## src/rtl/core/lse_pkg.sv

```systemverilog
// Shared types and constants for the LED strip effect generator.
// Depends on nothing; imported by every module of the block.
package lse_pkg;

	// strip size and field widths
	localparam int MAX_LEDS = 64;
	localparam int IDX_W    = 6;
	localparam int CNT_W    = 7;
	localparam int CH_W     = 8;
	localparam int WORD_W   = 16;
	localparam int REG_W    = 32;
	localparam int RIDX_W   = 3;

	// shared divider operand widths
	localparam int NUM_W    = 15;
	localparam int DEN_W    = 7;

	// configuration register indexes
	localparam logic [RIDX_W-1:0] REG_MODE        = 3'd0;
	localparam logic [RIDX_W-1:0] REG_PARAM_COUNT = 3'd1;
	localparam logic [RIDX_W-1:0] REG_PAIR_A      = 3'd2;
	localparam logic [RIDX_W-1:0] REG_PAIR_B      = 3'd3;
	localparam logic [RIDX_W-1:0] REG_PAIR_C      = 3'd4;
	localparam logic [RIDX_W-1:0] REG_BRIGHTNESS  = 3'd5;
	localparam logic [RIDX_W-1:0] REG_LED_COUNT   = 3'd6;

	// effect mode codes
	localparam logic [2:0] MODE_OFF      = 3'd0;
	localparam logic [2:0] MODE_STATIC   = 3'd1;
	localparam logic [2:0] MODE_RAINBOW  = 3'd2;
	localparam logic [2:0] MODE_BREATHE  = 3'd3;
	localparam logic [2:0] MODE_CHASE    = 3'd4;
	localparam logic [2:0] MODE_GRADIENT = 3'd5;

	// parameter word count that turns static into segment
	localparam logic [2:0] SEGMENT_PARAMS = 3'd5;

	// commands from the sequencer to the datapath
	typedef struct packed {
		logic frame_start;
		logic led_load;
		logic c1_en;
		logic c2_en;
		logic sc_en;
		logic led_next;
		logic adv_load;
		logic adv_apply;
		logic mod_step;
		logic commit;
	} lse_cmd_t;

	// status from the datapath to the sequencer
	typedef struct packed {
		logic cnt_zero;
		logic div_busy;
		logic led_last;
		logic adv_lt;
	} lse_stat_t;

endpackage

```

## src/rtl/core/lse_div.sv

```systemverilog
// Shared restoring divider, one quotient bit per cycle.
// Depends on lse_pkg for operand widths.
module lse_div (
	input  logic                      clk,
	input  logic                      arst_n,
	input  logic                      start,
	input  logic [lse_pkg::NUM_W-1:0] num,
	input  logic [lse_pkg::DEN_W-1:0] den,
	output logic                      busy,
	output logic [lse_pkg::NUM_W-1:0] quo
);
	import lse_pkg::*;

	localparam int STEP_W = $clog2(NUM_W);

	logic              busy_q;
	logic [STEP_W-1:0] step_q;
	logic [DEN_W-1:0]  rem_q;
	logic [DEN_W-1:0]  den_q;
	logic [NUM_W-1:0]  quo_q;
	logic [DEN_W:0]    rs;
	logic [DEN_W:0]    rdiff;
	logic              ge;

	// trial subtract of the shifted remainder
	assign rs    = {rem_q, quo_q[NUM_W-1]};
	assign rdiff = rs - {1'b0, den_q};
	assign ge    = (rs >= {1'b0, den_q});

	// count the steps
	always_ff @(posedge clk or negedge arst_n) begin
		if (!arst_n) begin
			busy_q <= 1'b0;
			step_q <= '0;
		end else if (start) begin
			busy_q <= 1'b1;
			step_q <= '0;
		end else if (busy_q) begin
			step_q <= step_q + STEP_W'(1);
			if (step_q == STEP_W'(NUM_W - 1)) begin
				busy_q <= 1'b0;
			end
		end
	end

	// shift the dividend through, one bit per step
	always_ff @(posedge clk) begin
		if (start) begin
			quo_q <= num;
			den_q <= den;
			rem_q <= '0;
		end else if (busy_q) begin
			quo_q <= {quo_q[NUM_W-2:0], ge};
			rem_q <= ge ? rdiff[DEN_W-1:0] : rs[DEN_W-1:0];
		end
	end

	assign busy = busy_q;
	assign quo  = quo_q;

endmodule

```

## src/rtl/core/lse_dp.sv

```systemverilog
// Datapath: configuration registers, animation state, per-LED colour stages.
// Depends on lse_pkg and lse_div.
module lse_dp (
	input  logic                       clk,
	input  logic                       arst_n,
	input  logic                       cfg_we,
	input  logic [lse_pkg::RIDX_W-1:0] cfg_index,
	input  logic [lse_pkg::REG_W-1:0]  cfg_wdata,
	input  lse_pkg::lse_cmd_t          cmd,
	output lse_pkg::lse_stat_t         stat,
	output logic [lse_pkg::IDX_W-1:0]  led_index,
	output logic [lse_pkg::CH_W-1:0]   green,
	output logic [lse_pkg::CH_W-1:0]   red,
	output logic [lse_pkg::CH_W-1:0]   blue,
	output logic                       last
);
	import lse_pkg::*;

	typedef enum logic [2:0] {
		EFF_OFF, EFF_STATIC, EFF_SEGMENT, EFF_RAINBOW, EFF_BREATHE, EFF_CHASE, EFF_GRADIENT
	} eff_t;

	localparam logic [9:0] HUE_FULL = 10'd360;

	// integer hexcone at full saturation and value
	function automatic logic [23:0] hexcone(input logic [8:0] h);
		logic [2:0]  region;
		logic [8:0]  base;
		logic [5:0]  x;
		logic [9:0]  x17;
		logic [7:0]  rem;
		logic [7:0]  inv;
		logic [15:0] qm;
		logic [15:0] tm;
		logic [7:0]  q;
		logic [7:0]  t;
		logic [23:0] rgb;
		if (h >= 9'd300) begin
			region = 3'd5; base = 9'd300;
		end else if (h >= 9'd240) begin
			region = 3'd4; base = 9'd240;
		end else if (h >= 9'd180) begin
			region = 3'd3; base = 9'd180;
		end else if (h >= 9'd120) begin
			region = 3'd2; base = 9'd120;
		end else if (h >= 9'd60) begin
			region = 3'd1; base = 9'd60;
		end else begin
			region = 3'd0; base = 9'd0;
		end
		x   = 6'(h - base);
		x17 = 10'({x, 4'b0000}) + 10'(x);
		rem = x17[9:2];
		inv = 8'd255 - rem;
		qm  = {inv, 8'd0} - 16'(inv);
		tm  = {rem, 8'd0} - 16'(rem);
		q   = qm[15:8];
		t   = tm[15:8];
		case (region)
			3'd0:    rgb = {8'hFF, t, 8'h00};
			3'd1:    rgb = {q, 8'hFF, 8'h00};
			3'd2:    rgb = {8'h00, 8'hFF, t};
			3'd3:    rgb = {8'h00, q, 8'hFF};
			3'd4:    rgb = {t, 8'h00, 8'hFF};
			default: rgb = {8'hFF, 8'h00, q};
		endcase
		return rgb;
	endfunction

	// finish c1 + d/255 with the quotient truncated toward zero
	function automatic logic [7:0] lerp_fin(input logic [7:0] c1, input logic signed [17:0] p);
		logic        neg;
		logic [16:0] mag;
		logic [16:0] sum;
		logic [7:0]  qd;
		neg = p[17];
		mag = neg ? 17'(-p) : 17'(p);
		sum = mag + 17'(mag[16:8]) + 17'd1;
		qd  = sum[15:8];
		return neg ? (c1 - qd) : (c1 + qd);
	endfunction

	function automatic logic [3:0] clamp_speed(input logic [7:0] s);
		logic [3:0] v;
		if (s == 8'd0) begin
			v = 4'd1;
		end else if (s > 8'd10) begin
			v = 4'd10;
		end else begin
			v = s[3:0];
		end
		return v;
	endfunction

	function automatic logic [7:0] scale8(input logic [7:0] c, input logic [7:0] b);
		logic [15:0] p;
		p = 16'(c) * 16'(b);
		return p[15:8];
	endfunction

	logic [2:0]        mode_q;
	logic [2:0]        pcnt_q;
	logic [REG_W-1:0]  pa_q;
	logic [REG_W-1:0]  pb_q;
	logic [REG_W-1:0]  pc_q;
	logic [CH_W-1:0]   bright_q;
	logic [CNT_W-1:0]  lcnt_q;
	logic              cfg_hit;

	logic [8:0]        hue_off_q;
	logic [7:0]        phase_q;
	logic [IDX_W-1:0]  head_q;
	logic [CNT_W-1:0]  adv_q;

	logic [WORD_W-1:0] w [6];
	logic [CNT_W-1:0]  cnt;
	logic [CNT_W-1:0]  cnt_m1;
	eff_t              eff;

	logic [IDX_W-1:0]  seg_start;
	logic [IDX_W-1:0]  seg_end_c;
	logic [IDX_W-1:0]  seg_end;
	logic [IDX_W-1:0]  idx_q;
	logic [IDX_W-1:0]  end_q;

	logic [6:0]        rb_speed;
	logic [3:0]        br_speed;
	logic [3:0]        ch_speed;
	logic [4:0]        tail;
	logic [7:0]        br_factor;
	logic              grad_t0;

	logic [7:0]        dist_sum;
	logic [7:0]        dist_w;
	logic [IDX_W-1:0]  behind;
	logic              chase_on;
	logic              chase_on_q;
	logic [4:0]        tail_k;

	logic [NUM_W-1:0]  div_num;
	logic [DEN_W-1:0]  div_den;
	logic              div_busy;
	logic [NUM_W-1:0]  div_quo;

	logic [9:0]        hue_sum;
	logic [8:0]        hue_next;
	logic [7:0]        fac8;
	logic signed [8:0] opa [3];
	logic signed [17:0] prod_c [3];
	logic [8:0]        hue_s1;
	logic signed [17:0] prod_s1 [3];

	logic [23:0]       hx;
	logic [7:0]        raw_c [3];
	logic [7:0]        raw_s2 [3];

	logic [13:0]       rb_sq_q;
	logic [25:0]       step_prod;
	logic [7:0]        step8;
	logic [7:0]        step;
	logic [9:0]        hue_adv_sum;
	logic [8:0]        hue_adv;

	logic [IDX_W-1:0]  led_index_q;
	logic [CH_W-1:0]   green_q;
	logic [CH_W-1:0]   red_q;
	logic [CH_W-1:0]   blue_q;
	logic              last_q;

	// configuration registers
	always_ff @(posedge clk or negedge arst_n) begin
		if (!arst_n) begin
			mode_q   <= MODE_OFF;
			pcnt_q   <= '0;
			pa_q     <= '0;
			pb_q     <= '0;
			pc_q     <= '0;
			bright_q <= 8'd128;
			lcnt_q   <= 7'd60;
		end else if (cfg_we) begin
			case (cfg_index)
				REG_MODE:        mode_q   <= cfg_wdata[2:0];
				REG_PARAM_COUNT: pcnt_q   <= cfg_wdata[2:0];
				REG_PAIR_A:      pa_q     <= cfg_wdata;
				REG_PAIR_B:      pb_q     <= cfg_wdata;
				REG_PAIR_C:      pc_q     <= cfg_wdata;
				REG_BRIGHTNESS:  bright_q <= cfg_wdata[CH_W-1:0];
				REG_LED_COUNT:   lcnt_q   <= cfg_wdata[CNT_W-1:0];
				default: ;
			endcase
		end
	end

	assign cfg_hit = cfg_we && (cfg_index <= REG_LED_COUNT);

	// parameter words and derived settings
	assign w[0] = pa_q[15:0];
	assign w[1] = pa_q[31:16];
	assign w[2] = pb_q[15:0];
	assign w[3] = pb_q[31:16];
	assign w[4] = pc_q[15:0];
	assign w[5] = pc_q[31:16];

	assign cnt    = (lcnt_q > CNT_W'(MAX_LEDS)) ? CNT_W'(MAX_LEDS) : lcnt_q;
	assign cnt_m1 = cnt - CNT_W'(1);

	always_comb begin
		case (mode_q)
			MODE_STATIC: begin
				if ((w[0] != '0 || w[1] != '0) && pcnt_q == SEGMENT_PARAMS) begin
					eff = EFF_SEGMENT;
				end else begin
					eff = EFF_STATIC;
				end
			end
			MODE_RAINBOW:  eff = EFF_RAINBOW;
			MODE_BREATHE:  eff = EFF_BREATHE;
			MODE_CHASE:    eff = EFF_CHASE;
			MODE_GRADIENT: eff = EFF_GRADIENT;
			default:       eff = EFF_OFF;
		endcase
	end

	// clamp the segment bounds
	assign seg_start = (w[0] >= WORD_W'(cnt)) ? '0 : w[0][IDX_W-1:0];
	assign seg_end_c = (w[1] >= WORD_W'(cnt)) ? cnt_m1[IDX_W-1:0] : w[1][IDX_W-1:0];
	assign seg_end   = (seg_end_c < seg_start) ? seg_start : seg_end_c;

	assign rb_speed = (w[0] == '0) ? 7'd1 : (w[0] > 16'd100) ? 7'd100 : w[0][6:0];
	assign br_speed = clamp_speed(w[3][7:0]);
	assign ch_speed = clamp_speed(w[4][7:0]);
	assign tail     = (w[3] == '0) ? 5'd5 : (w[3] > 16'd30) ? 5'd30 : w[3][4:0];
	assign br_factor = {(phase_q[7] ? ~phase_q[6:0] : phase_q[6:0]), 1'b0};
	assign grad_t0  = (cnt == CNT_W'(1));

	// walk the LED index
	always_ff @(posedge clk) begin
		if (cmd.frame_start) begin
			idx_q <= (eff == EFF_SEGMENT) ? seg_start : '0;
			end_q <= (eff == EFF_SEGMENT) ? seg_end : cnt_m1[IDX_W-1:0];
		end else if (cmd.led_next) begin
			idx_q <= idx_q + IDX_W'(1);
		end
	end

	// chase distance behind the head
	assign dist_sum = 8'(idx_q) + 8'(cnt) - 8'(head_q);
	assign dist_w   = (dist_sum >= 8'(cnt)) ? (dist_sum - 8'(cnt)) : dist_sum;
	assign behind   = dist_w[IDX_W-1:0];
	assign chase_on = (behind < IDX_W'(tail));
	assign tail_k   = tail - behind[4:0];

	// pick divider operands
	always_comb begin
		div_num = '0;
		div_den = DEN_W'(1);
		case (eff)
			EFF_RAINBOW: begin
				div_num = NUM_W'(idx_q) * NUM_W'(360);
				div_den = cnt;
			end
			EFF_GRADIENT: begin
				div_num = NUM_W'(idx_q) * NUM_W'(255);
				div_den = cnt_m1;
			end
			EFF_CHASE: begin
				div_num = NUM_W'({tail_k, 8'd0}) - NUM_W'(tail_k);
				div_den = DEN_W'(tail);
			end
			default: ;
		endcase
	end

	lse_div u_div (
		.clk    (clk),
		.arst_n (arst_n),
		.start  (cmd.led_load),
		.num    (div_num),
		.den    (div_den),
		.busy   (div_busy),
		.quo    (div_quo)
	);

	always_ff @(posedge clk) begin
		if (cmd.led_load) begin
			chase_on_q <= chase_on;
		end
	end

	// stage 1: hue and channel products
	assign hue_sum  = 10'(div_quo[8:0]) + 10'(hue_off_q);
	assign hue_next = (hue_sum >= HUE_FULL) ? 9'(hue_sum - HUE_FULL) : hue_sum[8:0];

	always_comb begin
		case (eff)
			EFF_GRADIENT: fac8 = grad_t0 ? 8'd0 : div_quo[7:0];
			EFF_BREATHE:  fac8 = br_factor;
			EFF_CHASE:    fac8 = chase_on_q ? div_quo[7:0] : 8'd0;
			default:      fac8 = 8'd0;
		endcase
		for (int ch = 0; ch < 3; ch++) begin
			if (eff == EFF_GRADIENT) begin
				opa[ch] = $signed({1'b0, w[ch+3][7:0]}) - $signed({1'b0, w[ch][7:0]});
			end else begin
				opa[ch] = $signed({1'b0, w[ch][7:0]});
			end
			prod_c[ch] = opa[ch] * $signed({1'b0, fac8});
		end
	end

	always_ff @(posedge clk) begin
		if (cmd.c1_en) begin
			hue_s1 <= hue_next;
			for (int ch = 0; ch < 3; ch++) begin
				prod_s1[ch] <= prod_c[ch];
			end
		end
	end

	// stage 2: raw channel bytes
	always_comb begin
		hx = hexcone(hue_s1);
		for (int ch = 0; ch < 3; ch++) begin
			case (eff)
				EFF_STATIC:   raw_c[ch] = w[ch][7:0];
				EFF_SEGMENT:  raw_c[ch] = w[ch+2][7:0];
				EFF_RAINBOW:  raw_c[ch] = hx[8*(2-ch) +: 8];
				EFF_BREATHE:  raw_c[ch] = prod_s1[ch][15:8];
				EFF_CHASE:    raw_c[ch] = prod_s1[ch][15:8];
				EFF_GRADIENT: raw_c[ch] = lerp_fin(w[ch][7:0], prod_s1[ch]);
				default:      raw_c[ch] = 8'd0;
			endcase
		end
	end

	always_ff @(posedge clk) begin
		if (cmd.c2_en) begin
			for (int ch = 0; ch < 3; ch++) begin
				raw_s2[ch] <= raw_c[ch];
			end
		end
	end

	// stage 3: brightness into the output register
	always_ff @(posedge clk) begin
		if (cmd.sc_en) begin
			led_index_q <= idx_q;
			red_q       <= scale8(raw_s2[0], bright_q);
			green_q     <= scale8(raw_s2[1], bright_q);
			blue_q      <= scale8(raw_s2[2], bright_q);
			last_q      <= (idx_q == end_q);
		end
	end

	// square the rainbow speed ahead of the step
	always_ff @(posedge clk) begin
		if (cmd.adv_load) begin
			rb_sq_q <= 14'(rb_speed) * 14'(rb_speed);
		end
	end

	// rainbow step: speed squared over fifty by reciprocal multiply, plus one, capped
	assign step_prod   = 26'(rb_sq_q) * 26'(13'd5243);
	assign step8       = step_prod[25:18] + 8'd1;
	assign step        = (step8 > 8'd60) ? 8'd60 : step8;
	assign hue_adv_sum = 10'(hue_off_q) + 10'(step);
	assign hue_adv     = (hue_adv_sum >= HUE_FULL) ? 9'(hue_adv_sum - HUE_FULL)
	                                               : hue_adv_sum[8:0];

	// advance the animation after the frame; a write to any configuration register clears it
	always_ff @(posedge clk or negedge arst_n) begin
		if (!arst_n) begin
			hue_off_q <= '0;
			phase_q   <= '0;
			head_q    <= '0;
			adv_q     <= '0;
		end else if (cfg_hit) begin
			hue_off_q <= '0;
			phase_q   <= '0;
			head_q    <= '0;
			adv_q     <= '0;
		end else begin
			if (cmd.adv_apply) begin
				case (eff)
					EFF_RAINBOW: begin
						hue_off_q <= hue_adv;
						adv_q     <= '0;
					end
					EFF_BREATHE: begin
						phase_q <= phase_q + 8'(br_speed);
						adv_q   <= '0;
					end
					EFF_CHASE:   adv_q <= CNT_W'(head_q) + CNT_W'(ch_speed);
					default:     adv_q <= '0;
				endcase
			end
			if (cmd.mod_step) begin
				adv_q <= adv_q - cnt;
			end
			if (cmd.commit && eff == EFF_CHASE) begin
				head_q <= adv_q[IDX_W-1:0];
			end
		end
	end

	assign stat.cnt_zero = (cnt == '0);
	assign stat.div_busy = div_busy;
	assign stat.led_last = (idx_q == end_q);
	assign stat.adv_lt   = (adv_q < cnt);

	assign led_index = led_index_q;
	assign green     = green_q;
	assign red       = red_q;
	assign blue      = blue_q;
	assign last      = last_q;

endmodule

```

## src/rtl/core/lse_ctrl.sv

```systemverilog
// Sequencer: steps each LED through divide, colour and output beats.
// Depends on lse_pkg for the command and status structs.
module lse_ctrl (
	input  logic               clk,
	input  logic               arst_n,
	input  logic               in_valid,
	output logic               in_ready,
	input  logic               frame_request,
	output logic               out_valid,
	input  logic               out_ready,
	input  lse_pkg::lse_stat_t stat,
	output lse_pkg::lse_cmd_t  cmd
);
	import lse_pkg::*;

	typedef enum logic [3:0] {
		ST_IDLE, ST_LOAD, ST_DIV, ST_C1, ST_C2, ST_SC, ST_OUT,
		ST_ADV_LOAD, ST_ADV_APPLY, ST_ADV_MOD
	} state_t;

	state_t state_q;
	logic   take;
	logic   go;

	assign take = in_valid && (state_q == ST_IDLE);
	assign go   = take && frame_request && !stat.cnt_zero;

	// hold state
	always_ff @(posedge clk or negedge arst_n) begin
		if (!arst_n) begin
			state_q <= ST_IDLE;
		end else begin
			case (state_q)
				ST_IDLE: begin
					if (go) state_q <= ST_LOAD;
				end
				ST_LOAD: state_q <= ST_DIV;
				ST_DIV: begin
					if (!stat.div_busy) state_q <= ST_C1;
				end
				ST_C1: state_q <= ST_C2;
				ST_C2: state_q <= ST_SC;
				ST_SC: state_q <= ST_OUT;
				ST_OUT: begin
					if (out_ready) state_q <= stat.led_last ? ST_ADV_LOAD : ST_LOAD;
				end
				ST_ADV_LOAD: state_q <= ST_ADV_APPLY;
				ST_ADV_APPLY: state_q <= ST_ADV_MOD;
				ST_ADV_MOD: begin
					if (stat.adv_lt) state_q <= ST_IDLE;
				end
				default: state_q <= ST_IDLE;
			endcase
		end
	end

	// decode commands
	always_comb begin
		cmd             = '0;
		cmd.frame_start = go;
		cmd.led_load    = (state_q == ST_LOAD);
		cmd.c1_en       = (state_q == ST_C1);
		cmd.c2_en       = (state_q == ST_C2);
		cmd.sc_en       = (state_q == ST_SC);
		cmd.led_next    = (state_q == ST_OUT) && out_ready && !stat.led_last;
		cmd.adv_load    = (state_q == ST_ADV_LOAD);
		cmd.adv_apply   = (state_q == ST_ADV_APPLY);
		cmd.mod_step    = (state_q == ST_ADV_MOD) && !stat.adv_lt;
		cmd.commit      = (state_q == ST_ADV_MOD) && stat.adv_lt;
	end

	assign in_ready  = (state_q == ST_IDLE);
	assign out_valid = (state_q == ST_OUT);

endmodule

```

## src/rtl/core/led_strip_effect_generator.sv

```systemverilog
// LED strip effect generator: one accepted frame request yields one beat per LED in
// index order (all LEDs, or the clamped range in segment mode), each carrying the index,
// the brightness-scaled green, red and blue bytes, and last on the final LED. An empty
// request, or a zero LED count, yields no beat. Each LED passes through a load step,
// the shared bit-serial divider (15 quotient steps, then the state that sees it finish;
// hue position, gradient fraction or chase tail factor), two colour stages, the
// brightness stage and the output beat, which waits for out_ready. After the last LED
// the animation state advances: the rainbow speed is squared, the step is applied, then
// a subtract loop runs for the chase head. A new request is taken only once the
// previous frame is done.
// Depends on lse_pkg, lse_ctrl, lse_dp and lse_div.
module led_strip_effect_generator (
	input  logic                       clk,
	input  logic                       arst_n,
	input  logic                       in_valid,
	output logic                       in_ready,
	input  logic                       frame_request,
	output logic                       out_valid,
	input  logic                       out_ready,
	output logic [lse_pkg::IDX_W-1:0]  led_index,
	output logic [lse_pkg::CH_W-1:0]   green,
	output logic [lse_pkg::CH_W-1:0]   red,
	output logic [lse_pkg::CH_W-1:0]   blue,
	output logic                       last,
	input  logic                       cfg_we,
	input  logic [lse_pkg::RIDX_W-1:0] cfg_index,
	input  logic [lse_pkg::REG_W-1:0]  cfg_wdata
);
	import lse_pkg::*;

	lse_cmd_t  cmd;
	lse_stat_t stat;

	lse_ctrl u_ctrl (
		.clk           (clk),
		.arst_n        (arst_n),
		.in_valid      (in_valid),
		.in_ready      (in_ready),
		.frame_request (frame_request),
		.out_valid     (out_valid),
		.out_ready     (out_ready),
		.stat          (stat),
		.cmd           (cmd)
	);

	lse_dp u_dp (
		.clk       (clk),
		.arst_n    (arst_n),
		.cfg_we    (cfg_we),
		.cfg_index (cfg_index),
		.cfg_wdata (cfg_wdata),
		.cmd       (cmd),
		.stat      (stat),
		.led_index (led_index),
		.green     (green),
		.red       (red),
		.blue      (blue),
		.last      (last)
	);

	// one frame at a time: no request is taken while a beat is offered
	a_busy_out: assert property (@(posedge clk) disable iff (!arst_n)
		out_valid |-> !in_ready)
		else $error("request taken while a beat is offered");

	// an empty request produces nothing and leaves the block ready
	a_empty_req: assert property (@(posedge clk) disable iff (!arst_n)
		(in_valid && in_ready && !frame_request) |=> (in_ready && !out_valid))
		else $error("empty request started a frame");

	// the frame continues after a beat that is not the last
	a_frame_cont: assert property (@(posedge clk) disable iff (!arst_n)
		(out_valid && out_ready && !last) |=> !in_ready)
		else $error("frame ended before its last beat");

endmodule
```

## config.mk

```make
export PLATFORM = sky130hd
export DESIGN_NAME = led_strip_effect_generator
export DESIGN_NICKNAME = d
export VERILOG_FILES = /design/src/rtl/core/lse_pkg.sv /design/src/rtl/core/lse_div.sv /design/src/rtl/core/lse_dp.sv /design/src/rtl/core/lse_ctrl.sv /design/src/rtl/core/led_strip_effect_generator.sv
export SDC_FILE = /design/constraint.sdc
export NUM_CORES = 2
export LEC_CHECK = 0
export ABC_AREA = 1
export BUFFER_PORTS_ARGS = -buffer_cell sky130_fd_sc_hd__clkbuf_2
export CORE_ASPECT_RATIO = 1.5
export CORE_MARGIN = 4
export CORE_UTILIZATION = 56
export CTS_BUF_LIST = sky130_fd_sc_hd__clkbuf_2
export CTS_CLUSTER_DIAMETER = 60
export DETAILED_ROUTE_END_ITERATION = 10
export PLACE_DENSITY = 0.72
export SYNTH_ARGS = -nofsm -noshare
export SYNTH_HDL_FRONTEND = slang
export SYNTH_SLANG_ARGS = --single-unit
```

## constraint.sdc

```tcl
create_clock -name clk -period 11.8 [get_ports clk]
set_input_delay 1.77 -clock clk [delete_from_list [all_inputs] [get_ports clk]]
set_output_delay 1.77 -clock clk [all_outputs]
set_load 0.005 [all_outputs]
```

==> impl_metrics.csv <==
group,metric,value,unit
placement,portBuffers,73,
detailed_routing,vias,35700,
timing,worstMarginPinSlew,1.11,ns
yosys,yosysWarnings,0,
detailed_routing,drt_iter0_drc,2102,
cts,cts.sinks,305,
cells_and_area,fillers,6995,
timing,hold_viol_final,0,
cts,cts-root-buf,"clkbuf_2",
min_path,hold_end,"u_dp.pb_q[28]",
setup_path,crit_path_frequent_cell,"nand2_1",
yosys,ys.flop_type,"edfxtp_1",
yosys,synth_area,42600,sq um
floorplan,die_w,233,um
cts,cts_hold_buf,0,
timing,grt_setup_unrepaired,"no",
setup_path,r2r_cells,39,
power_and_ir_drop,power_leakage,24.2,nW
cts,cts_buffers,79,
yosys,synthDistinctLibCells,77,
power_and_ir_drop,p_total,9.45,mW
global_route,overflow,0,
cts,htreeDepth,3,
cts,clk_path_buf_depth,3,
global_route,grt_usage,28.4,%
yosys,synth-seq-area-share,19.8,%
cells_and_area,drive_above_1_share,7.92,%
min_path,hp-start,"u_dp.pb_q[28]",
floorplan,die_area,80700,sq um
yosys,synthArstFlopShare,43.3,%
timing,min_period,7.24,ns
floorplan,initial_utilization,56.7,%
setup_path,crit_type,"reg -> reg",
setup_path,cpMaxStageDelayCell,"edfxtp_1",
cts,cts_resized,0,
timing,skew,0.110,ns
detailed_routing,dr.pass1.iters,7,
placement,routabilityCongestion,0.989,
cells_and_area,syn_to_final_growth,5.08,%
setup_path,max_stage_delay,0.59,ns
yosys,synth_edf_count,166,
global_route,antenna_found_initial,4,
timing,max_freq,138,MHz
power_and_ir_drop,pwr_density_cell,211,nW/um^2
detailed_routing,wl,113000,um
power_and_ir_drop,vdd_drop_max,0.136,mV
timing,setup_violations,0,
floorplan,rows,123,
placement,dpl.hpwl,92800,um
setup_path,arrival,8.24,ns
yosys,synth_top_cell_by_area,"fa_1",
cts,cts_tree,"yes",
setup_path,worstReg2RegStart,"u_dp.rb_sq_q[11]",
detailed_routing,wl_per_cell,17.2,um
yosys,synth_top_area_share,18.9,%
setup_path,critPathLaunchType,"flip-flop",
setup_path,endpoint_kind,"flip-flop",
yosys,yosys-top-cells-area,"fa_1, ha_1, edfxtp_1",
global_route,grt_max_degree,72,
run,cap_violations,0,
timing,slew_headroom,25.8,%
floorplan,coreArea,75300,sq um
global_route,grt_pass1_wl,182000,um
yosys,syn_avg_cell_area,7.84,sq um
global_route,grt_pass1_vias,36000,
detailed_routing,drc,0,
setup_path,r2r-end,"u_dp.hue_off_q[4]",
min_path,holdPathStages,2,
detailed_routing,ant_nets,0,
floorplan,die_y,346,um
status,status,"finished, final reports clean",
setup_path,crit_required,12.79,ns
setup_path,r2r_slack,4.56,ns
floorplan,ios,74,
setup_path,path_max_fanout,7,
cts,post-cts-setup-buffers,0,
yosys,ys_ff_latch,305,
timing,timing.setup.tns,0,ns
detailed_routing,vias_per_cell,5.43,
yosys,syn_inst,5436,
cts,clk_latency,1.17,ns
timing,min_period_over_period,61.4,%
min_path,hold_path_class,"reg -> reg",
cells_and_area,nets,6486,
timing,drv_slew,0,
cts,clk_pin_slew,0.11,ns
how the worst max path moves through the flow:
| stage | start | endpoint | cells past startpoint |
|---|---|---|---|
| after detailed placement | u_dp.rb_sq_q[11] | u_dp.hue_off_q[8] | 37 |
| final | u_dp.rb_sq_q[11] | u_dp.hue_off_q[4] | 39 |
| after global placement | u_dp.rb_sq_q[11] | u_dp.hue_off_q[6] | 39 |
| after global routing | u_dp.rb_sq_q[11] | u_dp.hue_off_q[6] | 38 |
| after CTS | u_dp.rb_sq_q[11] | u_dp.hue_off_q[4] | 39 |
| after floorplan | u_dp.rb_sq_q[11] | u_dp.hue_off_q[4] | 39 |
cells in the final DEF (no fill, tap or decap), types with 18 or more instances in the layout:
| master | instances |
|---|---|
| edfxtp_1 | 166 |
| xnor2_1 | 70 |
| nor3_1 | 30 |
| o22ai_1 | 35 |
| nand3_1 | 182 |
| o21ai_1 | 47 |
| nor2_2 | 30 |
| nand4_1 | 38 |
| or2_2 | 18 |
| buf_4 | 23 |
| nor2_1 | 347 |
| o21bai_1 | 19 |
| inv_1 | 1166 |
| clkbuf_2 | 179 |
| o21ai_0 | 257 |
| nand2_1 | 1118 |
| inv_2 | 37 |
| fa_1 | 402 |
| xor2_1 | 135 |
| dfrtp_1 | 127 |
| nand2_2 | 51 |
| ha_1 | 538 |
| a21oi_1 | 266 |
worst max-delay path: cells and delay by family, from the launching register on:
family	cells	cell delay, ns
adder cells (fa/ha/maj)	9	3.53
AND/OR/NAND/NOR	17	1.55
AO/OA/AOI/OAI	6	0.78
flip-flops	1	0.59
XOR/XNOR	2	0.42
buffers and inverters	5	0.28
through the flow:
stage / setup slack [ns] / area, sq um / std cells / hold WS, ns / utilization (%)
after floorplan: 5.15 / 42700 / 5441 / 0.451 / -
after global placement: 4.64 / 44000 / 6424 / 0.466 / 58.5
after detailed placement: 4.53 / 44000 / 6424 / 0.474 / 58.5
after CTS: 4.55 / 44800 / 6565 / 0.475 / 59.5
after global routing: 3.89 / 44800 / 6567 / 0.509 / 59.5
final: 4.56 / 44800 / 6568 / 0.500 / 59.5
cell type report:
cell class                 count  area (sq um)  area share, %
inverter                    1207          4540           10.1
tap                         1000          1250           2.79
sequential                   305          8430           18.8
clock inverter                34           250          0.559
multi-input combinational   3816         29200           65.3
clock buffer                 107           536           1.20
timing repair buffer          96           544           1.21
antenna                        3          7.51         0.0168
flip-flops by register name, indices dropped and copies added, names as in the netlist, 9 cells and up:
register	flops
u_dp.prod_s1	54
u_dp.pa_q	32
u_dp.pb_q	24
u_dp.raw_s2	24
u_dp.pc_q	16
u_dp.u_div.quo	15
u_dp.rb_sq_q	13
u_dp.hue_off_q	9
u_dp.hue_s1	9
power by group:
group          switching (mW)  internal (mW)  total (mW)
Combinational            4.36           2.52        6.87
Sequential              0.288           1.47        1.75
Clock                   0.501          0.323       0.824
cells by family (layout without fill, tap and decap cells):
kind of cell	Yosys count	after routing	share of synthesized area [%]
and+or+nand+nor	1898	1898	19.1
adders and majority gates	940	940	34.7
DFF	305	305	19.8
xor gates and xnor gates	211	211	4.47
AOI/OAI and AO/OA	751	751	9.98
other	2	10	0.0176
buffers and inverters	1320	1444	11.8
muxes	9	9	0.238
synth_stat cells, types with 11 or more instances:
library cell and count:
a21o_1 17, a21oi_1 266, a221oi_1 12, a31oi_1 16
buf_2 26, clkbuf_1 68, clkbuf_2 11, dfrtp_1 127
edfxtp_1 166, fa_1 402, ha_1 538, inv_1 1166
inv_2 37, nand2_1 1119, nand2_2 50, nand3_1 183
nand3_2 15, nand3b_1 15, nand4_1 38, nor2_1 351
nor2_2 28, nor3_1 33, nor4_1 12, o21ai_0 257
o21ai_1 47, o21bai_1 19, o221ai_1 12, o22ai_1 35
or2_2 18, xnor2_1 70, xor2_1 135
routing by layer:
| layer | vias up | global-route usage, % | share of wire, % |
|---|---|---|---|
| li1 | 17300 | - | - |
| met5 | - | 0 | 0.0097 |
| met4 | 2 | 14.9 | 6.1 |
| met2 | 1047 | 51.4 | 51 |
| met3 | 340 | 3.63 | 5.2 |
| met1 | 17000 | 32.3 | 37 |
(Power assumes the default switching activity.)
